`config.mk`:
```
export PLATFORM = sky130hd
export DESIGN_NAME = hsv_to_rgb_pixel_flat
export DESIGN_NICKNAME = d
export VERILOG_FILES = /design/src/hdl/hsv2rgb_pkg.sv /design/src/hdl/hsv2rgb_stream_if.sv /design/src/hdl/hsv_to_rgb_pixel.sv /design/src/flat_wrapper.sv
export SDC_FILE = /design/constraint.sdc
export NUM_CORES = 1
export LEC_CHECK = 0
export BUFFER_PORTS_ARGS = -buffer_cell sky130_fd_sc_hd__buf_2
export CAP_MARGIN = 20
export CORE_ASPECT_RATIO = 1.2
export CORE_MARGIN = 1
export CORE_UTILIZATION = 30
export CTS_BUF_LIST = sky130_fd_sc_hd__clkbuf_16
export DETAILED_ROUTE_END_ITERATION = 10
export PLACE_DENSITY = 0.41
export SLEW_MARGIN = 20
export SYNTH_ARGS = -nofsm -noshare
export SYNTH_HDL_FRONTEND = slang
export SYNTH_SLANG_ARGS = --single-unit
```
`constraint.sdc`:
```
create_clock -name clk -period 11.19 [get_ports clk]
set_input_delay 0 -clock clk [delete_from_list [all_inputs] [get_ports clk]]
set_output_delay 0 -clock clk [all_outputs]
set_load 0.005 [all_outputs]
```
`src/hdl/hsv2rgb_pkg.sv`:
```
package hsv2rgb_pkg;

    localparam int unsigned ChanWidth = 8;
    localparam int unsigned HueWidth  = 16;

    typedef logic [ChanWidth-1:0] chan_t;
    typedef logic [HueWidth-1:0]  hue_t;

    typedef struct packed {
        chan_t saturation;
        chan_t brightness;
    } hsv_t;

    typedef struct packed {
        chan_t red;
        chan_t green;
        chan_t blue;
    } rgb_t;

    // Sixths of the hue circle, named by the color range they span
    typedef enum logic [2:0] {
        SECT_RED_YELLOW     = 3'd0,
        SECT_YELLOW_GREEN   = 3'd1,
        SECT_GREEN_CYAN     = 3'd2,
        SECT_CYAN_BLUE      = 3'd3,
        SECT_BLUE_MAGENTA   = 3'd4,
        SECT_MAGENTA_RED    = 3'd5
    } sector_t;

endpackage

```
`src/hdl/hsv2rgb_stream_if.sv`:
```
interface hsv2rgb_stream_if #(
    parameter type payload_t = logic
);
    logic     valid;
    logic     ready;
    payload_t data;

    modport source (
        output valid,
        output data,
        input  ready
    );

    modport sink (
        input  valid,
        input  data,
        output ready
    );
endinterface

```
`src/hdl/hsv_to_rgb_pixel.sv`:
```
// HSV to RGB pixel converter.
// Channels: hsv (sink) carries one pixel's saturation and brightness per item;
// rgb (source) returns red, green and blue, one item per input item, in order.
// cfg (sink) writes the 16-bit hue, a fraction of a full turn; it is always
// ready and is to be written only while no pixel is in flight.
// Pipeline: three register stages; an accepted item moves through them in order
// and shows on rgb from the third, where it can be taken.
// The stages are: saturation scaling by the hue fraction, the three
// brightness products, and the divide by 255 with the sector select.
// Throughput: one item per cycle while rgb.ready stays high; every stage holds
// a valid bit and moves whenever the stage after it is empty or moving.
// Stall: while rgb.ready is low the last stage holds its item; earlier
// stages keep filling until the pipeline is full, then hsv.ready drops.
// Nothing is dropped or repeated.
// Reset: all valid bits clear and the hue returns to zero (red sector).
module hsv_to_rgb_pixel (
    input  logic             clk,
    input  logic             rst_n,
    hsv2rgb_stream_if.sink   hsv,
    hsv2rgb_stream_if.source rgb,
    hsv2rgb_stream_if.sink   cfg
);

    // floor(x / 255) for any x up to 255 * 255, the largest product of two channels
    function automatic hsv2rgb_pkg::chan_t div255(input logic [15:0] x);
        logic [16:0] acc;
        begin
            acc = {1'b0, x} + {9'd0, x[15:8]} + 17'd1;
            div255 = acc[15:8];
        end
    endfunction

    hsv2rgb_pkg::hue_t hue_reg;

    // Stage 1: complemented scale factors
    logic                 s1_valid_reg;
    hsv2rgb_pkg::sector_t s1_sector_reg;
    hsv2rgb_pkg::chan_t   s1_v_reg;
    hsv2rgb_pkg::chan_t   s1_kp_reg;
    hsv2rgb_pkg::chan_t   s1_kq_reg;
    hsv2rgb_pkg::chan_t   s1_kt_reg;

    // Stage 2: brightness products
    logic                 s2_valid_reg;
    hsv2rgb_pkg::sector_t s2_sector_reg;
    hsv2rgb_pkg::chan_t   s2_v_reg;
    logic [15:0]          s2_pp_reg;
    logic [15:0]          s2_pq_reg;
    logic [15:0]          s2_pt_reg;

    // Stage 3: output register
    logic                 s3_valid_reg;
    hsv2rgb_pkg::rgb_t    s3_rgb_reg;

    logic adv1;
    logic adv2;
    logic adv3;

    logic [18:0]          hue6;
    hsv2rgb_pkg::sector_t s0_sector;
    logic [15:0]          s0_frac;
    logic [16:0]          s0_frac_inv;
    logic [23:0]          s0_sf;
    logic [24:0]          s0_sfi;

    hsv2rgb_pkg::chan_t   s2_p;
    hsv2rgb_pkg::chan_t   s2_q;
    hsv2rgb_pkg::chan_t   s2_t;
    hsv2rgb_pkg::rgb_t    s3_rgb_next;

    assign adv3 = !s3_valid_reg || rgb.ready;
    assign adv2 = !s2_valid_reg || adv3;
    assign adv1 = !s1_valid_reg || adv2;

    assign hsv.ready = adv1;
    assign cfg.ready = 1'b1;
    assign rgb.valid = s3_valid_reg;
    assign rgb.data  = s3_rgb_reg;

    always_ff @(posedge clk or negedge rst_n)
    begin
        if (!rst_n)
        begin
            hue_reg <= '0;
        end
        else if (cfg.valid)
        begin
            hue_reg <= cfg.data;
        end
    end

    // Hue times six: integer part picks the sector, remainder is the fraction
    assign hue6        = {1'b0, hue_reg, 2'b00} + {2'b00, hue_reg, 1'b0};
    assign s0_sector   = hsv2rgb_pkg::sector_t'(hue6[18:16]);
    assign s0_frac     = hue6[15:0];
    assign s0_frac_inv = 17'h10000 - {1'b0, s0_frac};
    assign s0_sf       = {8'd0, s0_frac} * {16'd0, hsv.data.saturation};
    assign s0_sfi      = {8'd0, s0_frac_inv} * {17'd0, hsv.data.saturation};

    always_ff @(posedge clk or negedge rst_n)
    begin
        if (!rst_n)
        begin
            s1_valid_reg <= 1'b0;
            s2_valid_reg <= 1'b0;
            s3_valid_reg <= 1'b0;
        end
        else
        begin
            if (adv1)
            begin
                s1_valid_reg <= hsv.valid;
            end
            if (adv2)
            begin
                s2_valid_reg <= s1_valid_reg;
            end
            if (adv3)
            begin
                s3_valid_reg <= s2_valid_reg;
            end
        end
    end

    // 255 - x is the bitwise complement of an 8-bit x
    always_ff @(posedge clk)
    begin
        if (adv1 && hsv.valid)
        begin
            s1_sector_reg <= s0_sector;
            s1_v_reg      <= hsv.data.brightness;
            s1_kp_reg     <= ~hsv.data.saturation;
            s1_kq_reg     <= ~s0_sf[23:16];
            s1_kt_reg     <= ~s0_sfi[23:16];
        end
    end

    always_ff @(posedge clk)
    begin
        if (adv2 && s1_valid_reg)
        begin
            s2_sector_reg <= s1_sector_reg;
            s2_v_reg      <= s1_v_reg;
            s2_pp_reg     <= {8'd0, s1_v_reg} * {8'd0, s1_kp_reg};
            s2_pq_reg     <= {8'd0, s1_v_reg} * {8'd0, s1_kq_reg};
            s2_pt_reg     <= {8'd0, s1_v_reg} * {8'd0, s1_kt_reg};
        end
    end

    assign s2_p = div255(s2_pp_reg);
    assign s2_q = div255(s2_pq_reg);
    assign s2_t = div255(s2_pt_reg);

    always_comb
    begin
        unique case (s2_sector_reg)
            hsv2rgb_pkg::SECT_RED_YELLOW:
            begin
                s3_rgb_next = '{red: s2_v_reg, green: s2_t, blue: s2_p};
            end
            hsv2rgb_pkg::SECT_YELLOW_GREEN:
            begin
                s3_rgb_next = '{red: s2_q, green: s2_v_reg, blue: s2_p};
            end
            hsv2rgb_pkg::SECT_GREEN_CYAN:
            begin
                s3_rgb_next = '{red: s2_p, green: s2_v_reg, blue: s2_t};
            end
            hsv2rgb_pkg::SECT_CYAN_BLUE:
            begin
                s3_rgb_next = '{red: s2_p, green: s2_q, blue: s2_v_reg};
            end
            hsv2rgb_pkg::SECT_BLUE_MAGENTA:
            begin
                s3_rgb_next = '{red: s2_t, green: s2_p, blue: s2_v_reg};
            end
            default:
            begin
                s3_rgb_next = '{red: s2_v_reg, green: s2_p, blue: s2_q};
            end
        endcase
    end

    always_ff @(posedge clk)
    begin
        if (adv3 && s2_valid_reg)
        begin
            s3_rgb_reg <= s3_rgb_next;
        end
    end

endmodule

```
`src/flat_wrapper.sv`:
```
// flat-port wrapper written by rule: the top's interface ports become plain ports
module hsv_to_rgb_pixel_flat 
  (clk, rst_n, hsv_valid, hsv_data, hsv_ready, rgb_valid, rgb_data, rgb_ready, cfg_valid, cfg_data, cfg_ready);
  hsv2rgb_stream_if #(.payload_t(hsv2rgb_pkg::hsv_t)) hsv_i ();
  hsv2rgb_stream_if #(.payload_t(hsv2rgb_pkg::rgb_t)) rgb_i ();
  hsv2rgb_stream_if #(.payload_t(hsv2rgb_pkg::hue_t)) cfg_i ();
  input  logic clk;
  input  logic rst_n;
  input wire logic [$bits(hsv_i.valid)-1:0] hsv_valid;
  input wire logic [$bits(hsv_i.data)-1:0] hsv_data;
  output wire logic [$bits(hsv_i.ready)-1:0] hsv_ready;
  output wire logic [$bits(rgb_i.valid)-1:0] rgb_valid;
  output wire logic [$bits(rgb_i.data)-1:0] rgb_data;
  input wire logic [$bits(rgb_i.ready)-1:0] rgb_ready;
  input wire logic [$bits(cfg_i.valid)-1:0] cfg_valid;
  input wire logic [$bits(cfg_i.data)-1:0] cfg_data;
  output wire logic [$bits(cfg_i.ready)-1:0] cfg_ready;
  assign hsv_i.valid = hsv_valid;
  assign hsv_i.data = hsv_data;
  assign hsv_ready = hsv_i.ready;
  assign rgb_valid = rgb_i.valid;
  assign rgb_data = rgb_i.data;
  assign rgb_i.ready = rgb_ready;
  assign cfg_i.valid = cfg_valid;
  assign cfg_i.data = cfg_data;
  assign cfg_ready = cfg_i.ready;
  hsv_to_rgb_pixel u_core (.clk(clk), .rst_n(rst_n), .hsv(hsv_i), .rgb(rgb_i), .cfg(cfg_i));
endmodule
```
==> results of run 1 <==
[routing by layer]
| layer | wire, um | vias to the layer above |
|---|---|---|
| met5 | 0 | - |
| met4 | 1190 | 0 |
| met3 | 986 | 43 |
| met2 | 25070 | 160 |
| met1 | 21320 | 6954 |
| li1 | - | 6801 |
[layout by cell type, fill, tap and decap left out, drive strengths merged, types with 7 or more instances in the layout]
cell	instances
o211ai	12
o21ai	54
clkbuf	17
nor3	17
fa	268
or3	7
nand2b	24
xnor2	65
edfxtp	118
a21o	19
mux2	15
and3	17
o21a	17
and2	221
inv	344
nand2	236
buf	83
nor2b	12
xor2	29
dfrtp	19
a211oi	9
o2111ai	7
mux2i	9
ha	226
a31oi	13
a21boi	8
a21oi	52
dlygate4sd3	36
nor2	89
nand3	20
[through the flow]
step	worst slack, ps	std cells	utilization, %
floorplan	4070	2064	-
global placement	2959	2919	32.21
detailed placement	2843	2920	32.23
CTS	2787	2988	33.73
global route	2308	2989	33.74
finish	2904	2989	33.74
[layout make-up]
class | count | share of cell area [%]
flip-flops and latches | 137 | 18.12
inverters | 337 | 5.703
multi-input cells | 1524 | 64.86
repair buffers | 119 | 3.768
clock buffers | 17 | 1.918
well taps | 840 | 4.739
clock inverters | 15 | 0.8913
[cell families after synthesis]
kind of cell | count (synthesis) | share of synthesized area, %
other cells | 1 | 0.01883
compound gates | 237 | 8.091
mux | 24 | 1.319
buf+inv | 403 | 7.620
fa+ha+maj | 494 | 41.13
simple gates | 674 | 17.19
xor+xnor | 94 | 4.454
flops | 137 | 20.18
[worst max-delay path by stage]
stage | endpoint | slack, ps | depth (start not counted)
3_5_place_dp | u_core.s1_kt_reg[7] | 2840 | 27
5_1_grt | u_core.s1_kt_reg[7] | 2310 | 28
3_3_place_gp | u_core.s1_kt_reg[7] | 2960 | 27
2_1_floorplan | u_core.s1_kt_reg[7] | 4070 | 28
6_report | u_core.s1_kt_reg[7] | 2900 | 27
4_1_cts | u_core.s1_kt_reg[7] | 2790 | 27
[critical path: cells and delay by family (launching register included)]
kind                     cells  cell delay (ps)
adder cells (fa/ha/maj)      7             3330
AND/OR/NAND/NOR              8             2060
AO/OA/AOI/OAI                6             1510
flip-flops                   1              500
XOR/XNOR                     2              410
buffers and inverters        4              230
[what timing repair did]
action                                 in CTS  in global routing
endpoints found under the hold margin      46                  0
buffers inserted                            0                  0
hold buffers                               36                  0
==> flow_metrics.tcl, run 1 <==
set metrics [dict create \
    global_route.peak_usage_layer "met2" \
    grt_remaining_overflow 0 \
    number_of_flip_flops_under_the_largest_register_name 24 \
    met1_track_usage_gr_pct 18.57 \
    worst_r2r_endpoint "u_core.s1_kt_reg[7]" \
    critical_path.reg2reg.startpoint "u_core.hue_reg[0]" \
    global_route_track_usage_on_met2_pct 27.27 \
    use_met3_pct 2.039 \
    endpoint_kind "register" \
    tritoncts.num_buffers 17 \
    ctsResizeCount 0 \
    last_weighted_congestion_value_of_the_routability_driven_placer 0.8317 \
    drt_wl_total_mm 48.57 \
    post-route-min-period_ps 8286 \
    clock-root-buffer "sky130_fd_sc_hd__clkbuf_16" \
    start_kind "register" \
    cp_slowest_stage_delay_ps 730 \
    num_rows 103 \
    rsz0062_at_grt "false" \
    number_of_enable_type_register_cells_in_the_synthesized_netlist 118 \
    dieArea_um2 67430 \
    fp.coreArea_um2 65730 \
    synth-async-reset-ratio_pct 13.87 \
    hold_depth 2 \
    port_buffers 62 \
    crit_top_cell "sky130_fd_sc_hd__fa_1" \
    inserted_diodes 0 \
    hold_viol 0 \
    final.setup.tns_ps 0 \
    hold_class "input port to register" \
    filler_cell_count 6783 \
    final_max_slew_viol_count 0 \
    chipHeight_um 284.3 \
    synth.top_cells.by_count "sky130_fd_sc_hd__inv_1 (334), sky130_fd_sc_hd__fa_1 (268), sky130_fd_sc_hd__nand2_1 (235), sky130_fd_sc_hd__ha_1 (226), sky130_fd_sc_hd__and2_1 (221)" \
    synth-seq-cells 137 \
    drt-vias-per-instance 4.670 \
    route.detailed.wl_per_inst_um 16.25 \
    synth-seq-area-share_pct 20.18 \
    placement.cell_area_um2 21190 \
    antenna_found_initial 0 \
    first_global_vias 14920 \
    worstHoldEndpoint "u_core.hue_reg[5]" \
    crit_slowest_cell "sky130_fd_sc_hd__fa_1" \
    layout-drive-gt1-share_pct 7.259 \
    post-route-drc-count 0 \
    worst_ep_required_time_ps 11420 \
    synth_warnings 0 \
    io_pins 64 \
    cts.path.max_buffers 2 \
    die_w_um 237.2 \
    detailedRoute.firstIterationViolations 395 \
    synth_top_area_share_pct 26.94 \
    postSynthCellCount 2064 \
    synth_fp_nets 2595 \
    hold-worst-slack_ps 37.43 \
    worst_clock_skew_ps 17.83 \
    yosysMostFrequentCell "sky130_fd_sc_hd__inv_1" \
    timing.reg2reg.setup_slack_ps 2900 \
    netlist_area_um2 19920 \
    top_cell_type_by_total_area_after_synthesis "sky130_fd_sc_hd__fa_1" \
    start_util_pct 30.30 \
    synth.top_cells.by_area "sky130_fd_sc_hd__fa_1 (27%), sky130_fd_sc_hd__edfxtp_1 (18%), sky130_fd_sc_hd__ha_1 (14%)" \
    grtUsageTotal_pct 15.23 \
    nets 2667 \
    multiInputGateArea_um2 14390 \
    fin_crit_sh_pct 74.04 \
    max-cap-violations 0 \
    ys_types 84 \
    fin_area_um2 22180 \
    fmaxAchievable_mhz 120.7 \
    clock_slew_at_reported_path_ffs_ps 70 \
    worst_skew_pair.late_latency_ps 490 \
    residual_antenna_violating_net_count_after_detailed_routing 0 \
    tritoncts "yes" \
    source_of_the_critical_timing_path "u_core.hue_reg[0]" \
    estimated_wirelength_of_the_detail_placed_design_mm 38.46 \
    timing.max_slew.rel_slack_pct 35.89 \
    tritoncts_num_sinks 137 \
    syn2layout_area_growth_pct 11.35 \
    firstDrtPassIters 5 \
    tightestPinTransition_ps 958.4 \
    reg2reg_depth 27 \
    cts_htree_levels 4 \
    run_status "finished clean" \
    global_route_wire_length_before_repair_mm 80.52 \
    route.vias.total 13960 \
    timing.critical_path.fanout_max 11 \
    critPathKind "register to register" \
    hp-start "cfg_valid" \
    final-setup-viol-count 0 \
    post_synth.cell_area_avg_um2 9.650 \
    seq_area_um2 4019 \
    yosys_most_used_dff "sky130_fd_sc_hd__edfxtp_1" \
    critical_path_arrival_ps 8510 \
    maximum_number_of_pins_on_one_net_before_global_route_repair 60 \
]
Power of run 1 is not shown: default switching activity piles up to over one toggle a cycle in this logic, so the estimate is an artifact.
==> run 2: changes to the inputs <==
==> constraint.sdc (replaced) <==
create_clock -name clk -period 8.46 [get_ports clk]
set_input_delay 0 -clock clk [delete_from_list [all_inputs] [get_ports clk]]
set_output_delay 0 -clock clk [all_outputs]
set_load 0.005 [all_outputs]
==> flow_metrics.tcl, run 2 (synthesis results as in run 1) <==
set metrics [dict create \
    run_status "finished clean" \
    global_route_track_usage_on_met2_pct 28.58 \
    critical_path_arrival_ps 8020 \
    hp-start "cfg_valid" \
    max-cap-violations 0 \
    hold_class "input port to register" \
    endpoint_kind "register" \
    port_buffers 62 \
    post-route-min-period_ps 7805 \
    rsz0062_at_grt "false" \
    leading_cell_type_in_the_layout_fill_and_taps_excluded "sky130_fd_sc_hd__inv_1" \
    grt_remaining_overflow 0 \
    worst_r2r_endpoint "u_core.s1_kt_reg[7]" \
    met1_track_usage_gr_pct 18.08 \
    timing.max_slew.rel_slack_pct 31.75 \
    cts_htree_levels 4 \
    final-setup-viol-count 0 \
    cts.path.max_buffers 2 \
    clock-root-buffer "sky130_fd_sc_hd__clkbuf_16" \
    residual_antenna_violating_net_count_after_detailed_routing 0 \
    last_weighted_congestion_value_of_the_routability_driven_placer 0.8134 \
    tritoncts_num_sinks 137 \
    global_route.peak_usage_layer "met2" \
    first_global_vias 15210 \
    final.setup.tns_ps 0 \
    maximum_number_of_pins_on_one_net_before_global_route_repair 60 \
    tritoncts.num_buffers 17 \
    timing.reg2reg.setup_slack_ps 660 \
    reg2reg_depth 27 \
    timing.critical_path.fanout_max 9 \
    firstDrtPassIters 5 \
    worst_clock_skew_ps 16.03 \
    post-route-drc-count 0 \
    hold_depth 2 \
    nets 2670 \
    final_max_slew_viol_count 0 \
    inserted_diodes 0 \
    fin_crit_sh_pct 92.26 \
    io_pins 64 \
    start_kind "register" \
    hold_viol 0 \
    worstHoldEndpoint "u_core.hue_reg[6]" \
    fmaxAchievable_mhz 128.1 \
    fp.coreArea_um2 65730 \
    detailedRoute.firstIterationViolations 491 \
    tritoncts "yes" \
    use_met3_pct 1.719 \
    drt-vias-per-instance 4.668 \
    critPathKind "register to register" \
    die_w_um 237.2 \
    antenna_found_initial 1 \
    most-common-layout-cells "sky130_fd_sc_hd__inv_1 (334), sky130_fd_sc_hd__fa_1 (268), sky130_fd_sc_hd__nand2_1 (235), sky130_fd_sc_hd__ha_1 (226), sky130_fd_sc_hd__and2_1 (218)" \
    route.detailed.wl_per_inst_um 16.36 \
    global_route_wire_length_before_repair_mm 81.40 \
    number_of_flip_flops_under_the_largest_register_name 24 \
    filler_cell_count 6826 \
    syn2layout_area_growth_pct 11.20 \
    grtUsageTotal_pct 15.39 \
    tightestPinTransition_ps 1016 \
    num_rows 103 \
    dieArea_um2 67430 \
    multiInputGateArea_um2 14390 \
    layout-drive-gt1-share_pct 7.528 \
    clock_slew_at_reported_path_ffs_ps 70 \
    start_util_pct 30.30 \
    seq_area_um2 4019 \
    worst_skew_pair.late_latency_ps 480 \
    worst_ep_required_time_ps 8680 \
    route.vias.total 13970 \
    estimated_wirelength_of_the_detail_placed_design_mm 39.00 \
    drt_wl_total_mm 48.96 \
    critical_path.reg2reg.startpoint "u_core.hue_reg[0]" \
    chipHeight_um 284.3 \
]
-- run 2: layout make-up --
cell class	count	area share [%]
Clock buffer	17	1.921
Clock inverter	15	0.6835
Inverter	337	5.711
Multi-Input combinational cell	1524	64.99
Sequential cell	137	18.14
Tap cell	840	4.745
Timing Repair Buffer	122	3.807
-- run 2: critical path, stage by stage, from the launching register on --
cell                       delay [ps]
sky130_fd_sc_hd__dfrtp_1          460
sky130_fd_sc_hd__ha_1             220
sky130_fd_sc_hd__inv_1             60
sky130_fd_sc_hd__fa_1             490
sky130_fd_sc_hd__nor3b_1          300
sky130_fd_sc_hd__nand2b_1         110
sky130_fd_sc_hd__or3_1            540
sky130_fd_sc_hd__or3_4            430
sky130_fd_sc_hd__nor4_2           320
sky130_fd_sc_hd__xnor2_1          320
sky130_fd_sc_hd__nand2_1          140
sky130_fd_sc_hd__fa_1             510
sky130_fd_sc_hd__inv_1             50
sky130_fd_sc_hd__fa_1             470
sky130_fd_sc_hd__fa_1             550
sky130_fd_sc_hd__inv_1             60
sky130_fd_sc_hd__fa_1             520
sky130_fd_sc_hd__inv_1             40
sky130_fd_sc_hd__ha_1             300
sky130_fd_sc_hd__nand4_1          130
sky130_fd_sc_hd__a211oi_1          60
sky130_fd_sc_hd__a22o_1           240
sky130_fd_sc_hd__o22ai_2          190
sky130_fd_sc_hd__o21ai_0          210
sky130_fd_sc_hd__a41oi_1          330
sky130_fd_sc_hd__nand2b_1         150
sky130_fd_sc_hd__o31ai_1          260
sky130_fd_sc_hd__xnor2_1           90
-- run 2: layer usage --
metal	wire, um	share of wire [%]	vias to the layer above
met5	0	0	-
met4	1178	2.4	0
met3	860	1.8	49
met2	25930	53	143
met1	20980	43	6976
li1	-	-	6799
-- run 2: how the worst max path moves through the flow --
| stage | slack [ps] | end | startpoint |
|---|---|---|---|
| after CTS | 410 | u_core.s1_kt_reg[7] | u_core.hue_reg[0] |
| after global placement | 630 | u_core.s1_kt_reg[7] | u_core.hue_reg[0] |
| after detailed placement | 410 | u_core.s1_kt_reg[7] | u_core.hue_reg[0] |
| final | 660 | u_core.s1_kt_reg[7] | u_core.hue_reg[0] |
| after floorplan | 1340 | u_core.s1_kt_reg[7] | u_core.hue_reg[0] |
| after global routing | 30 | u_core.s1_kt_reg[7] | u_core.hue_reg[0] |
-- run 2: timing repair --
item	in CTS	in global routing
hold endpoints to repair	46	0
endpoints found under the setup margin	0	2
hold buffers	35	0
gates resized for setup	0	1
buffers inserted	0	0
-- run 2: through the flow --
step	setup slack, ps	hold slack, ps	std cells	util [%]	cell area, um2
global placement	627.0	-28.09	2925	32.28	21220
finish	655.0	60.16	2992	33.70	22150
floorplan	1340	-295.6	2064	-	19920
detailed placement	413.3	-19.38	2925	32.28	21220
CTS	405.4	16.02	2992	33.69	22140
global route	29.42	56.70	2992	33.70	22150
Power of run 2 is left out for the same reason.
